==> config.mk <==
export PLATFORM = sky130hd
export DESIGN_NAME = octahedral_normal_encoder_unit
export DESIGN_NICKNAME = d
export VERILOG_FILES = /design/src/sv/oct_enc_pkg.sv /design/src/sv/oct_enc_div_step.sv /design/src/sv/octahedral_normal_encoder_unit.sv
export SDC_FILE = /design/constraint.sdc
export NUM_CORES = 2
export LEC_CHECK = 0
export ABC_AREA = 1
export BUFFER_PORTS_ARGS = -buffer_cell sky130_fd_sc_hd__buf_2
export CORE_MARGIN = 5
export CORE_UTILIZATION = 52
export CTS_CLUSTER_SIZE = 30
export DETAILED_ROUTE_END_ITERATION = 16
export PLACE_DENSITY = 0.69
export SYNTH_ARGS = -nofsm -noshare
export SYNTH_HDL_FRONTEND = slang
export SYNTH_HIERARCHICAL = 1
export SYNTH_SLANG_ARGS = --single-unit
export TNS_END_PERCENT = 30
==> constraint.sdc <==
create_clock -name clk -period 15.26 [get_ports clk]
set_clock_uncertainty 0.1 [all_clocks]
set_input_delay 2.289 -clock clk [delete_from_list [all_inputs] [get_ports clk]]
set_output_delay 2.289 -clock clk [all_outputs]
set_load 0.02 [all_outputs]
==> src/sv/oct_enc_pkg.sv <==
// Shared types and constants of the octahedral normal encoder.
package oct_enc_pkg;

  localparam int OCT_BITS     = 16;
  localparam int DIV_STEPS    = 4;
  localparam int DIV_STAGES   = OCT_BITS / DIV_STEPS;
  localparam int FRONT_STAGES = 3;

  typedef logic [OCT_BITS-1:0] oct_word_t;

  localparam oct_word_t ZERO_CODE = oct_word_t'(32768);

endpackage

==> src/sv/oct_enc_div_step.sv <==
// DIV_STEPS restoring division steps for one encoder lane.
module oct_enc_div_step
  import oct_enc_pkg::*;
#(
  parameter int RW = 18
) (
  input  logic [RW-1:0] rem,
  input  oct_word_t     lo,
  input  logic [RW-1:0] den,
  output logic [RW-1:0] rem_next,
  output oct_word_t     lo_next
);

  always_comb begin
    logic [RW:0] t;
    logic [RW-1:0] r;
    oct_word_t l;
    r = rem;
    l = lo;
    for (int i = 0; i < DIV_STEPS; i++) begin
      // Bring down the next dividend bit; quotient bit enters at the bottom.
      t = {r, l[OCT_BITS-1]};
      if (t >= {1'b0, den}) begin
        t = t - {1'b0, den};
        l = {l[OCT_BITS-2:0], 1'b1};
      end else begin
        l = {l[OCT_BITS-2:0], 1'b0};
      end
      r = t[RW-1:0];
    end
    rem_next = r;
    lo_next  = l;
  end

endmodule

==> src/sv/octahedral_normal_encoder_unit.sv <==
// Octahedral normal encoder: signed (x, y, z) vector in, two 16-bit words out.
//
// One request per clock while nothing stalls, fully pipelined: a request
// carries normal_x/y/z, returns oct_u/oct_v through 3 + 16/4 = 7 register stages.
// The depth is set by the exact 16-bit quotient floor(N / 2d), computed by a
// restoring divider that retires 4 quotient bits in each of 4 stages; three
// front stages take absolute values, form the L1 norm d with the fold, and
// build the dividend. Each stage holds only while it is full and the stage
// after it holds, so bubbles collapse and a stalled output still lets new
// requests fill the empty stages behind it. A zero vector returns 32768 in
// both words. No configuration, no state kept between requests.
module octahedral_normal_encoder_unit
  import oct_enc_pkg::*;
#(
  parameter int COMPONENT_BITS = 16
) (
  input  logic                             clk,
  input  logic                             rst,
  input  logic                             normal_valid,
  output logic                             normal_stall,
  input  logic signed [COMPONENT_BITS-1:0] normal_x,
  input  logic signed [COMPONENT_BITS-1:0] normal_y,
  input  logic signed [COMPONENT_BITS-1:0] normal_z,
  output logic                             oct_valid,
  input  logic                             oct_stall,
  output oct_word_t                        oct_u,
  output oct_word_t                        oct_v
);

  // Magnitudes fit COMPONENT_BITS, d fits one more bit, signed numerators
  // and the doubled divisor one more again.
  localparam int AW  = COMPONENT_BITS;
  localparam int DW  = COMPONENT_BITS + 1;
  localparam int RW  = COMPONENT_BITS + 2;
  localparam int NW  = RW + OCT_BITS;
  localparam int NST = FRONT_STAGES + DIV_STAGES;

  logic [NST-1:0] vld;
  logic [NST:0]   adv;

  // Advance a stage when it is empty or the stage after it advances.
  always_comb begin
    adv[NST] = !oct_stall;
    for (int i = NST - 1; i >= 0; i--) begin
      adv[i] = !vld[i] || adv[i+1];
    end
  end

  assign normal_stall = !adv[0];

  always_ff @(posedge clk) begin
    if (rst) begin
      vld <= '0;
    end else begin
      if (adv[0]) begin
        vld[0] <= normal_valid;
      end
      for (int i = 1; i < NST; i++) begin
        if (adv[i]) begin
          vld[i] <= vld[i-1];
        end
      end
    end
  end

  // Stage 1: take magnitudes and signs.
  logic [AW-1:0] s1_ax, s1_ay, s1_az;
  logic          s1_xneg, s1_yneg, s1_zneg;

  always_ff @(posedge clk) begin
    if (adv[0]) begin
      s1_xneg <= normal_x[AW-1];
      s1_yneg <= normal_y[AW-1];
      s1_zneg <= normal_z[AW-1];
      s1_ax   <= normal_x[AW-1] ? (~normal_x + 1'b1) : normal_x;
      s1_ay   <= normal_y[AW-1] ? (~normal_y + 1'b1) : normal_y;
      s1_az   <= normal_z[AW-1] ? (~normal_z + 1'b1) : normal_z;
    end
  end

  // Stage 2: form d and the folded numerators. Under the fold, d - |y| is
  // simply |x| + |z| (and likewise for v); sign(0) counts as positive.
  logic [DW-1:0] s2_d;
  logic [RW-1:0] s2_nu, s2_nv;
  logic [DW-1:0] mag_u, mag_v;

  always_comb begin
    if (s1_zneg) begin
      mag_u = {1'b0, s1_ax} + {1'b0, s1_az};
      mag_v = {1'b0, s1_ay} + {1'b0, s1_az};
    end else begin
      mag_u = {1'b0, s1_ax};
      mag_v = {1'b0, s1_ay};
    end
  end

  always_ff @(posedge clk) begin
    if (adv[1]) begin
      s2_d  <= {1'b0, s1_ax} + {1'b0, s1_ay} + {1'b0, s1_az};
      s2_nu <= s1_xneg ? (~{1'b0, mag_u} + 1'b1) : {1'b0, mag_u};
      s2_nv <= s1_yneg ? (~{1'b0, mag_v} + 1'b1) : {1'b0, mag_v};
    end
  end

  // Stage 3: build the dividend N = (a + d) * 65535 + d, written as
  // ((a + d) << 16) + d - (a + d), and the divisor 2d.
  logic [RW-1:0] dv_rem_u [DIV_STAGES+1];
  logic [RW-1:0] dv_rem_v [DIV_STAGES+1];
  oct_word_t     dv_lo_u  [DIV_STAGES+1];
  oct_word_t     dv_lo_v  [DIV_STAGES+1];
  logic [RW-1:0] dv_den   [DIV_STAGES+1];
  logic          dv_zero  [DIV_STAGES+1];

  logic [RW-1:0] sh_u, sh_v;
  logic [NW-1:0] num_u, num_v;

  always_comb begin
    sh_u  = s2_nu + {1'b0, s2_d};
    sh_v  = s2_nv + {1'b0, s2_d};
    num_u = {sh_u, {OCT_BITS{1'b0}}} + NW'(s2_d) - NW'(sh_u);
    num_v = {sh_v, {OCT_BITS{1'b0}}} + NW'(s2_d) - NW'(sh_v);
  end

  always_ff @(posedge clk) begin
    if (adv[2]) begin
      dv_rem_u[0] <= num_u[NW-1:OCT_BITS];
      dv_lo_u[0]  <= num_u[OCT_BITS-1:0];
      dv_rem_v[0] <= num_v[NW-1:OCT_BITS];
      dv_lo_v[0]  <= num_v[OCT_BITS-1:0];
      dv_den[0]   <= {s2_d, 1'b0};
      dv_zero[0]  <= (s2_d == '0);
    end
  end

  // Divider stages: each retires DIV_STEPS quotient bits per lane.
  for (genvar k = 0; k < DIV_STAGES; k++) begin : g_div
    logic [RW-1:0] rem_u_next, rem_v_next;
    oct_word_t     lo_u_next, lo_v_next;

    oct_enc_div_step #(.RW(RW)) u_step_u (
      .rem      (dv_rem_u[k]),
      .lo       (dv_lo_u[k]),
      .den      (dv_den[k]),
      .rem_next (rem_u_next),
      .lo_next  (lo_u_next)
    );

    oct_enc_div_step #(.RW(RW)) u_step_v (
      .rem      (dv_rem_v[k]),
      .lo       (dv_lo_v[k]),
      .den      (dv_den[k]),
      .rem_next (rem_v_next),
      .lo_next  (lo_v_next)
    );

    always_ff @(posedge clk) begin
      if (adv[FRONT_STAGES+k]) begin
        dv_rem_u[k+1] <= rem_u_next;
        dv_lo_u[k+1]  <= lo_u_next;
        dv_rem_v[k+1] <= rem_v_next;
        dv_lo_v[k+1]  <= lo_v_next;
        dv_den[k+1]   <= dv_den[k];
        dv_zero[k+1]  <= dv_zero[k];
      end
    end
  end

  // After the last stage the low words hold the quotients; the final
  // remainders are not needed. Drop the quotient for a zero vector.
  assign oct_valid = vld[NST-1];
  assign oct_u     = dv_zero[DIV_STAGES] ? ZERO_CODE : dv_lo_u[DIV_STAGES];
  assign oct_v     = dv_zero[DIV_STAGES] ? ZERO_CODE : dv_lo_v[DIV_STAGES];

endmodule

==> metrics <==
outcome=complete, no violations; row count=128; 1st-pass router iterations=8; IO buf count=85; DRC violations left=0; area grow syn2layout=4.91%; proportion of layout cells with a drive suffix above 1=7.48%; Post-CTS Setup Inserts=0; Critical Path Source Type=register; most used cell, CP=nand2_1; fmax=0.0979 GHz; drt wl/cell=18.3 um; Tcrit/Tclk final=66.9%; hold buffer count at CTS=0; syn_area_per_cell=7.02 um2; final setup vio count=0; total global routing overflow=0; aggregate negative setup slack=0 ns; cts bufs inserted=60; die span in y=361 um; slew margin rel.=30.0%; maxcap violations=0; Fin. Hold Viols=0; Clock Sinks=488; WL final=197000 um; Req. time, crit path=15.59 ns; total global-route track usage=29.1%; pin count of the biggest net entering global routing=76; nets=9941; Starting DRT DRC Count=5282; Routed Antenna Nets=0; # IOs=86; CTS tree=built; GPL Wtd Cong=0.998; Final min period=10.21 ns; Core ar.=0.122 mm2; crit-path max cell delay=0.73 ns; via count of the first global-routing pass=55.1k; slowest stage cell, crit path=edfxtp_1; Worst Path Class, Setup=reg -> reg; Mapped Area=0.0639 mm2; DP HPWL=162000 um; Place WS=5.15 ns; H-tree depth=2; clock latency on the worst-skew pair=0.71 ns; Post-Synthesis Cells=9098; Starting Density=52.4%; Hold Crit Class=reg -> reg; CP Max Fanout=24; final max-slew violation count=0; Post-CTS Resized=0; Yosys warning total=6; initial antenna violation count=6; first-pass GRT wire length=305000 um; Reg clk slew, reported paths=0.06 ns; DR vias=59.0k; CP endpoint kind=register; CTS Buffer Depth=3; DIE AREA=0.130 mm2; DIE WIDTH=361 um; CP arrival=10.54 ns; RSZ-0062 raised after global routing=no; Via density=5.49; post-route setup slack=5.05 ns; worst slew pin tran=1.05 ns; Root Driver=clkbuf_16
==> layout by cell type (no fill, tap or decap), types with 34 or more instances in the layout <==
master / count
xor2_1: 328
nor2_1: 497
o21ai_2: 66
ha_1: 760
nand3b_1: 61
buf_2: 85
edfxtp_1: 481
nand2_1: 2747
nand4_1: 63
inv_2: 49
o21ai_1: 122
o21a_1: 69
a21oi_1: 571
o21ai_0: 221
o21bai_1: 45
nor2_2: 34
a21o_1: 54
nand3_1: 605
xnor2_1: 202
or2_2: 73
clkbuf_16: 61
nand3_2: 41
inv_1: 1225
nor3_1: 77
fa_1: 53
nand2_2: 92
==> layer usage <==
layer / track usage [%] / vias to the layer above / wire length [um]
met5: 0 / - / 20
met4: 7.64 / 2 / 5910
met3: 3.57 / 314 / 11900
met2: 49.8 / 1824 / 91500
met1: 39.1 / 27056 / 87900
li1: - / 29852 / -
==> through the flow <==
| step | hold WS (ns) | cell area, um2 | std cells | utilization [%] |
|---|---|---|---|---|
| floorplan | 0.300 | 64000 | 9129 | - |
| global placement | 0.300 | 64900 | 10639 | 53.3 |
| detailed placement | 0.305 | 64900 | 10639 | 53.3 |
| CTS | 0.301 | 67000 | 10751 | 55.0 |
| global route | 0.314 | 67000 | 10751 | 55.0 |
| finish | 0.303 | 67000 | 10752 | 55.0 |
==> critical path, delay by kind of cell (launching register included) <==
family | cells | cell delay, ns
and+or+nand+nor | 37 | 5.20
AOI/OAI and AO/OA | 7 | 1.90
adders and majority gates | 4 | 1.39
DFF | 1 | 0.73
buffers and inverters | 5 | 0.54
==> path summary, 6_finish.rpt <==
| path | start | cells after the start | to | slack [ns] |
|---|---|---|---|---|
| worst max-delay path | dv_den[0][37]$_DFFE_PP_ | 53 | dv_rem_u[0][64]$_DFFE_PP_ | 5.05 |
| worst min register to register | dv_lo_v[0][43]$_DFFE_PP_ | 0 | dv_lo_v[0][63]$_DFFE_PP_ | 0.30 |
| worst min-delay path | dv_lo_v[0][43]$_DFFE_PP_ | 0 | dv_lo_v[0][63]$_DFFE_PP_ | 0.30 |
| worst max register to register | dv_den[0][37]$_DFFE_PP_ | 53 | dv_rem_u[0][64]$_DFFE_PP_ | 5.05 |
==> sequential cells by signal (all words and copies together) (netlist names) <==
| register | count |
|---|---|
| s2_nu | 18 |
| s1_az | 16 |
| s1_xneg | 1 |
| dv_lo_v | 80 |
| s1_yneg | 1 |
| s1_ax | 16 |
| s1_zneg | 1 |
| vld | 7 |
| s2_d | 17 |
| s2_nv | 18 |
| dv_zero | 5 |
| s1_ay | 16 |
| dv_lo_u | 80 |
| dv_rem_u | 72 |
| dv_rem_v | 72 |
| dv_den | 68 |
==> area by class of cell <==
type                       instances  area, um2
sequential                       488      14600
fill                           11929      54900
timing repair buffer              97        515
antenna                            1       2.50
multi-input combinational       7148      43000
tap                             1625       2030
clock buffer                      64       1540
inverter                        1281       4820
clock inverter                    48        571
Power is not shown: default switching activity piles up to over one toggle a cycle in this logic, so the estimate is an artifact.
